<file path="src/rtl/core/pps_pkg.sv">
// shared types and constants for the particle pool stepper
package pps_pkg;

  localparam int unsigned CfgIdxW = 3;
  localparam int unsigned CfgDataW = 48;

  localparam logic [CfgIdxW-1:0] CfgColorStart = 3'd0;
  localparam logic [CfgIdxW-1:0] CfgColorEnd   = 3'd1;
  localparam logic [CfgIdxW-1:0] CfgSizeStart  = 3'd2;
  localparam logic [CfgIdxW-1:0] CfgSizeEnd    = 3'd3;
  localparam logic [CfgIdxW-1:0] CfgLifeSpan   = 3'd4;
  localparam logic [CfgIdxW-1:0] CfgSpeed      = 3'd5;
  localparam logic [CfgIdxW-1:0] CfgGravity    = 3'd6;

  localparam logic FuncTick = 1'b0;
  localparam logic FuncEmit = 1'b1;

  typedef struct packed {
    logic               func;
    logic [15:0]        step_seconds;
    logic signed [31:0] origin_x;
    logic signed [31:0] origin_y;
    logic signed [31:0] origin_z;
    logic signed [15:0] dir_x;
    logic signed [15:0] dir_y;
    logic signed [15:0] dir_z;
  } in_item_t;

  typedef struct packed {
    logic [5:0]         slot;
    logic signed [31:0] place_x;
    logic signed [31:0] place_y;
    logic signed [31:0] place_z;
    logic [31:0]        tint;
    logic [15:0]        extent;
    logic               last;
  } out_item_t;

  typedef struct packed {
    logic [31:0] tint_from;
    logic [31:0] tint_to;
    logic [15:0] extent_from;
    logic [15:0] extent_to;
    logic [30:0] life_span;
    logic [30:0] launch_speed;
    logic [47:0] gravity_accel;
  } cfg_t;

  // controller -> datapath
  typedef struct packed {
    logic load;      // capture accepted transaction
    logic emit_wr;   // write a new particle into scan_slot
    logic rd;        // read memories at scan_slot
    logic div_start; // start life/life_span division on read data
    logic upd;       // write back updated slot, fill output register
    logic mark_last; // set last flag on the held output
    logic out_pop;   // output taken
  } dp_cmd_t;

  // datapath -> controller
  typedef struct packed {
    logic div_busy;
    logic out_full;
    logic live_sel;  // liveness of the slot under scan (flip-flop)
  } dp_sts_t;

  function automatic logic signed [31:0] sat32(input logic signed [48:0] v);
    if (v > 49'sh0_7FFF_FFFF) return 32'sh7FFF_FFFF;
    if (v < -49'sh0_8000_0000) return 32'sh8000_0000;
    return v[31:0];
  endfunction

  function automatic logic [7:0] lerp8(input logic [7:0] a, input logic [7:0] b,
                                       input logic [16:0] t);
    logic [25:0] r;
    r = 26'(a) * 26'(17'd65536 - t) + 26'(b) * 26'(t) + 26'd32768;
    return r[23:16];
  endfunction

  function automatic logic [15:0] lerp16(input logic [15:0] a, input logic [15:0] b,
                                         input logic [16:0] t);
    logic [33:0] r;
    r = 34'(a) * 34'(17'd65536 - t) + 34'(b) * 34'(t) + 34'd32768;
    return r[31:16];
  endfunction

endpackage

</file>
<file path="src/rtl/core/pps_ctrl.sv">
// sequencer: slot scan for emit and tick, divider wait, output handshake
module pps_ctrl #(
  parameter int unsigned POOL_SIZE = 64
) (
  input  logic             clk_i,
  input  logic             rst_ni,
  input  logic             in_valid_i,
  input  logic             in_func_i,
  output logic             in_stall_o,
  output logic             out_valid_o,
  input  logic             out_stall_i,
  output logic [5:0]       scan_slot_o,
  output pps_pkg::dp_cmd_t cmd_o,
  input  pps_pkg::dp_sts_t sts_i
);
  import pps_pkg::*;

  localparam logic [2:0] StIdle = 3'd0;
  localparam logic [2:0] StEmit = 3'd1;
  localparam logic [2:0] StScan = 3'd2;
  localparam logic [2:0] StRead = 3'd3;
  localparam logic [2:0] StDiv  = 3'd4;
  localparam logic [2:0] StOut  = 3'd5;
  localparam logic [2:0] StFin  = 3'd6;

  localparam logic [6:0] Last = 7'(POOL_SIZE - 1);

  logic [2:0] st_q, st_d;
  logic [6:0] slot_q, slot_d;
  logic       any_q, any_d;  // a result is held that may still be the last
  logic       pop;

  // a held result goes out once another live slot is found; the final one
  // waits in StFin for its last flag
  assign out_valid_o = sts_i.out_full &&
                       !(any_q && (st_q == StScan || st_q == StFin));
  assign pop = out_valid_o && !out_stall_i;
  assign scan_slot_o = slot_q[5:0];
  assign in_stall_o = (st_q != StIdle);

  always_comb begin
    st_d = st_q; slot_d = slot_q; any_d = any_q;
    cmd_o = '0;
    cmd_o.out_pop = pop;
    unique case (st_q)
      StIdle: begin
        if (in_valid_i) begin
          cmd_o.load = 1'b1;
          slot_d = '0;
          any_d = 1'b0;
          st_d = (in_func_i == FuncEmit) ? StEmit : StScan;
        end
      end
      StEmit: begin
        if (!sts_i.live_sel) begin
          cmd_o.emit_wr = 1'b1;
          st_d = StIdle;
        end else if (slot_q == Last) begin
          st_d = StIdle;
        end else begin
          slot_d = slot_q + 7'd1;
        end
      end
      StScan: begin
        if (sts_i.live_sel) begin
          cmd_o.rd = 1'b1;
          st_d = StRead;
        end else if (slot_q == Last) begin
          st_d = StFin;
        end else begin
          slot_d = slot_q + 7'd1;
        end
      end
      StRead: begin
        cmd_o.div_start = 1'b1;
        st_d = StDiv;
      end
      StDiv: begin
        // previous result must be gone before overwriting it
        if (!sts_i.div_busy && (!sts_i.out_full || pop)) st_d = StOut;
      end
      StOut: begin
        cmd_o.upd = 1'b1;
        any_d = 1'b1;
        if (slot_q == Last) st_d = StFin;
        else begin
          slot_d = slot_q + 7'd1;
          st_d = StScan;
        end
      end
      StFin: begin
        if (any_q && sts_i.out_full && !pop) cmd_o.mark_last = 1'b1;
        any_d = 1'b0;
        st_d = StIdle;
      end
      default: st_d = StIdle;
    endcase
  end

  always_ff @(posedge clk_i or negedge rst_ni) begin
    if (!rst_ni) begin
      st_q <= StIdle;
      slot_q <= '0;
      any_q <= 1'b0;
    end else begin
      st_q <= st_d;
      slot_q <= slot_d;
      any_q <= any_d;
    end
  end
endmodule

</file>
<file path="config.mk">
export PLATFORM = sky130hd
export DESIGN_NAME = pps_ctrl
export DESIGN_NICKNAME = d
export VERILOG_FILES = /design/src/rtl/core/pps_pkg.sv /design/src/rtl/core/pps_ctrl.sv
export SDC_FILE = /design/constraint.sdc
export NUM_CORES = 1
export LEC_CHECK = 0
export ABC_AREA = 1
export BUFFER_PORTS_ARGS = -buffer_cell sky130_fd_sc_hd__buf_2
export CAP_MARGIN = 20
export CORE_ASPECT_RATIO = 0.75
export CORE_MARGIN = 5
export CORE_UTILIZATION = 35
export DETAILED_ROUTE_END_ITERATION = 12
export HOLD_SLACK_MARGIN = 0.15
export PLACE_DENSITY_LB_ADDON = 0.3
export SYNTH_ARGS = -nofsm -noshare
export SYNTH_HDL_FRONTEND = slang
export SYNTH_SLANG_ARGS = --single-unit
</file>
<file path="constraint.sdc">
create_clock -name clk_i -period 1.22 [get_ports clk_i]
set_input_delay 0.061 -clock clk_i [delete_from_list [all_inputs] [get_ports clk_i]]
set_output_delay 0.061 -clock clk_i [all_outputs]
set_load 0.03 [all_outputs]
</file>
=== Yosys cells after proc, flatten, opt, wreduce, memory -nomap -nowiden ===
Index checks and enable logic that the tools add are counted.

* Register bits: 11
* Input port bits: 8
* Output and inout bits: 15
* Word-level logic and storage cells: 63

* Add/sub/neg operators: 1
* Eq/ne operators: 13
* Multiplexer cells: 26
* Reductions and logical operators: 20

{| class="wikitable"
|+ Operators with widths
! operator !! number
|-
| $mux W7 || 4
|-
| $pmux W7 S4 || 1
|-
| $mux W3 || 7
|-
| $pmux W3 S6 || 1
|-
| $mux W1 || 11
|-
| $eq A3 B3 Y1 const B || 3
|-
| $ne A2 B2 Y1 const B || 4
|-
| $reduce_and A4 Y1 || 2
|-
| $add A7 B1 Y7 const B || 1
|-
| $eq A7 B6 Y1 const B || 1
|-
| $eq A3 B2 Y1 const B || 2
|-
| $logic_and A1 B1 Y1 || 6
|-
| $reduce_bool A3 Y1 || 2
|-
| $logic_not A1 Y1 || 5
|-
| $reduce_bool A4 Y1 || 1
|-
| $eq A3 B1 Y1 const B || 1
|-
| $logic_not A3 Y1 || 1
|-
| $ne A3 B2 Y1 const B || 1
|-
| $ne A3 B3 Y1 const B || 1
|-
| $pmux W1 S3 || 1
|-
| $logic_or A1 B1 Y1 || 2
|-
| $mux W2 || 1
|-
| $reduce_and A2 Y1 || 1
|}

=== Longest topological paths before layout ===
* Word-level depth: 10
* Mapped depth: 10
* Gate-level depth less buffers: 9

=== Least setup slack after synthesis ===
Ideal clock, no wire load.

* Path kind: reg2reg
* From: reg st_q[1]
* To: reg any_q
* Library setup time: 0.150 ns
* Data arrival time: 1.507 ns
* Required time: 1.070 ns
* Slack: -0.437 ns
* Stages on the path, launching flop included: 6
* Buffers on the path: 1
* Clock period less this slack: 1.657 ns
* Cells stage by stage: dfrtp_1 -> buf_6 -> nor2_2 -> nand2_1 -> nor2_1 -> o21ai_0

* Longest elaborated chain between the ends: 3

{| class="wikitable"
|+ RTL lines
! item !! RTL line !! RTL
|-
| from (decl) || pps_ctrl.sv:28 || <nowiki>logic [2:0] st_q, st_d;</nowiki>
|-
| from (signal assigned) || pps_ctrl.sv:102 || <nowiki>st_q <= StIdle;</nowiki>
|-
| from (signal assigned) || pps_ctrl.sv:106 || <nowiki>st_q <= st_d;</nowiki>
|-
| $eq A3 B3 Y1 / $logic_not A3 Y1 (equally long branches) || pps_ctrl.sv:45 || <nowiki>unique case (st_q)</nowiki>
|-
| $reduce_bool A3 Y1 (no line) / $ne A2 B2 Y1 (equally long branches) || - ||
|-
| $reduce_and A2 Y1 (no line) || - ||
|-
| to (signal assigned) || pps_ctrl.sv:108 || <nowiki>any_q <= any_d;</nowiki>
|-
| to (decl) || pps_ctrl.sv:30 || <nowiki>logic any_q, any_d;</nowiki>
|}

Several ways; a longest one is shown, not always the timed one.
A chain may end at the register's enable or synchronous reset.

=== Worst setup path after layout ===
* From: reg st_q[0]
* To: reg slot_q[0]

* Longest elaborated chain between the ends: 3

{| class="wikitable"
|+ RTL lines
! item !! RTL line !! RTL
|-
| $eq A3 B2 Y1 (tied with other cells) || pps_ctrl.sv:45 ||
|-
| $reduce_bool A4 Y1 (no line) / $ne A2 B2 Y1 (equally long branches) || - ||
|-
| $reduce_and A4 Y1 (no line) || - ||
|-
| to (signal assigned) || pps_ctrl.sv:107 || <nowiki>slot_q <= slot_d;</nowiki>
|-
| to (decl) || pps_ctrl.sv:29 || <nowiki>logic [6:0] slot_q, slot_d;</nowiki>
|}

Several ways; a longest one is shown, not always the timed one.

==> impl_metrics.py <==
metrics = {
    "timing": {
        "clock_skew_ps": 2.884,
        "finalMaxSlewViolations": 0,
        "relSlewSlack_pct": 81.57,
        "hold_viol": 0,
        "setup_tns_ps": -2141,
        "fin_crit_sh_pct": 114.2,
        "finalCriticalPeriod_ps": 1393,
        "tightestPinTransition_ps": 276.4,
        "max_freq_ghz": 0.7179,
        "finalWorstSetupSlack_ps": -172.9,
        "rsz0062_at_grt": "yes",
        "setup_viol": 19,
    },
    "worst_hold_path": {
        "hold_class": "input pin to async pin",
    },
    "floorplan": {
        "initial_core_util_pct": 36.15,
        "die_y_um": 54.90,
        "fp.coreArea_um2": 2603,
        "io_pins": 23,
        "dieArea_um2": 3836,
        "rows": 16,
        "die_w_um": 69.87,
    },
    "clock_tree": {
        "cts_inserted_buffers": 3,
        "insertion_delay_ps": 270,
        "clockBufferDepth": 2,
        "root_buffer": "clkbuf_4",
        "numClockSinks": 11,
        "clkTransAtPathRegs_ps": 80,
        "htree_levels": 1,
        "cts_tree": "built",
    },
    "route": {
        "drt-total-wl_um": 2367,
        "wl_per_cell_um": 11.01,
        "avgViaCountPerCell": 4.516,
        "vias": 971,
        "drt_iter0_drc": 29,
        "drtPass1Iterations": 4,
        "ant_nets": 0,
        "drc": 0,
    },
    "finish": {
        "antenna_cells": 0,
        "layout-drive-gt1-share_pct": 49.16,
        "stdcell_area_um2": 1428,
        "fill_cells": 239,
        "areaGrowthSynthToFinish_pct": 51.73,
        "fin_nets": 189,
    },
    "run_status": {
        "status": "finished with violations",
        "violations": "setup timing",
    },
    "logic_synthesis": {
        "yosys.cell_count.top_type": "nand2_1",
        "synth_area_um2": 940.9,
        "synth_cell_type_count": 23,
        "syn_inst": 138,
        "synth_top_flop_cell": "dfrtp_1",
        "synth_edf_count": 0,
        "ys_warn_count": 0,
        "netlist_top_cells_count": "39 x nand2_1, 22 x inv_1, 13 x nor2_1",
        "yosysTopAreaCell": "dfrtp_1",
        "syn_avg_cell_area_um2": 6.818,
        "synth_top_area_share_pct": 29.26,
        "synthArstFlopShare_pct": 100.0,
        "synth_area_leaders": "dfrtp_1 29%, nand2_1 16%, inv_1 8.8%, buf_4 6.4%, nand3_1 5.9%",
        "synth_nets": 147,
        "yosysSeqAreaShare_pct": 29.26,
        "ys_ff_latch": 11,
    },
    "job": {
        "drv_cap": 0,
    },
    "pwr": {
        "powerDensity_nw_per_um2": 2096,
        "p_leak_nw": 0.8137,
        "peakVddDrop_uv": 943.2,
    },
    "worst_setup_path": {
        "cp-end-kind": "flip-flop",
        "crit_fanout": 6,
        "crit_path_start_kind": "flip-flop",
        "reg2reg_from": "st_q[0]",
        "worstPathArrival_ps": 1610,
        "setup.worst_path.start": "st_q[0]",
        "worst-setup-path-type": "flip-flop to flip-flop",
        "worst_ep_required_time_ps": 1440,
    },
    "placement": {
        "port_buffers": 22,
        "place.gp.congestion": 0.9405,
        "placed_area_um2": 1142,
        "dp_hpwl_um": 1748,
    },
    "grt": {
        "track_usage_pct": 13.85,
        "grt_max_degree": 12,
        "overflow": 0,
        "grt_pass1_vias": 965,
        "antenna_found_initial": 0,
        "grt_pass1_wl_um": 4264,
    },
}
## kinds of logic after synthesis
group,synth area share [%]
adder cells (fa/ha/maj),1.330
AND/OR/NAND/NOR,44.81
XOR/XNOR,1.862
flip-flops,29.25
AO/OA/AOI/OAI,4.787
buffers and inverters,17.95
## final cells by class
cell class	instances	area [um^2]	area share, %
multi-input combinational	92	606.8	42.51
timing repair buffer	46	367.9	25.77
sequential	11	277.8	19.46
inverter	26	102.6	7.187
tap	36	45.04	3.155
clock buffer	3	22.52	1.578
clock inverter	1	5.005	0.3506
## sequential cells by signal (all words and copies together), names as in the netlist
| signal | flops |
|---|---|
| st_q | 3 |
| any_q | 1 |
| slot_q | 7 |
## where the power goes
part	switching, mW	internal [mW]
sequential	0.134	0.456
clock	0.137	0.122
combinational	1.26	0.882
## metal layers
| layer | share of wire, % | vias to the layer above | GRT usage, % |
|---|---|---|---|
| li1 | - | 499 | - |
| met1 | 49 | 441 | 18.40 |
| met2 | 44 | 27 | 22.57 |
| met3 | 5.3 | 4 | 3.430 |
| met4 | 1.2 | 0 | 4.459 |
| met5 | 0 | - | 0 |
## path summary, 6_finish.rpt
check,cells past startpoint,slack [ps],to
max,10,-170,slot_q[0]
min,2,180,slot_q[5]
max reg2reg,10,-170,slot_q[0]
min reg2reg,2,540,slot_q[6]
max in group asynchronous,2,800,st_q[0]
min in group clk_i,5,180,st_q[2]
## metrics by stage
stage                     total power, mW  setup WS, ps  std cells  utilization (%)  hold WS, ps
after global routing                3.202        -278.8        215            54.86        198.4
after CTS                           2.915        -155.7        215            53.80        178.9
final                               2.992        -172.9        215            54.86        181.0
after floorplan                     1.775        -37.62        138                -       -234.6
after detailed placement            2.178        -125.3        200            43.89       -48.12
after global placement              2.190        -136.0        200            43.89       -44.54
## critical path: stages (launching register included)
cell and delay [ps]:
dfrtp_2 490, inv_4 130, nand2_4 60, nor2_4 120, nand2_2 70, buf_4 150
nand2_2 70, nor2_4 50, nand2_4 80, nand2_1 50, nand2_1 60
## timing repair
item / CTS / global route
resized for setup: 42 / 9
endpoints found under the hold margin: 13 / 0
pin swaps: 16 / 3
hold buffers: 4 / 0
buffers inserted: 8 / 1
setup endpoints to repair: 19 / 20
## placed cells by master (no fill, tap or decap), drive strengths merged
cell type,count
a21oi,3
buf,42
clkbuf,3
clkinv,1
dfrtp,11
dlygate4sd3,4
ha,1
inv,26
nand2,47
nand3,13
nand4,3
nor2,18
nor3,1
o211ai,1
o21ai,3
xor2,2
(Power assumes the default switching activity.)
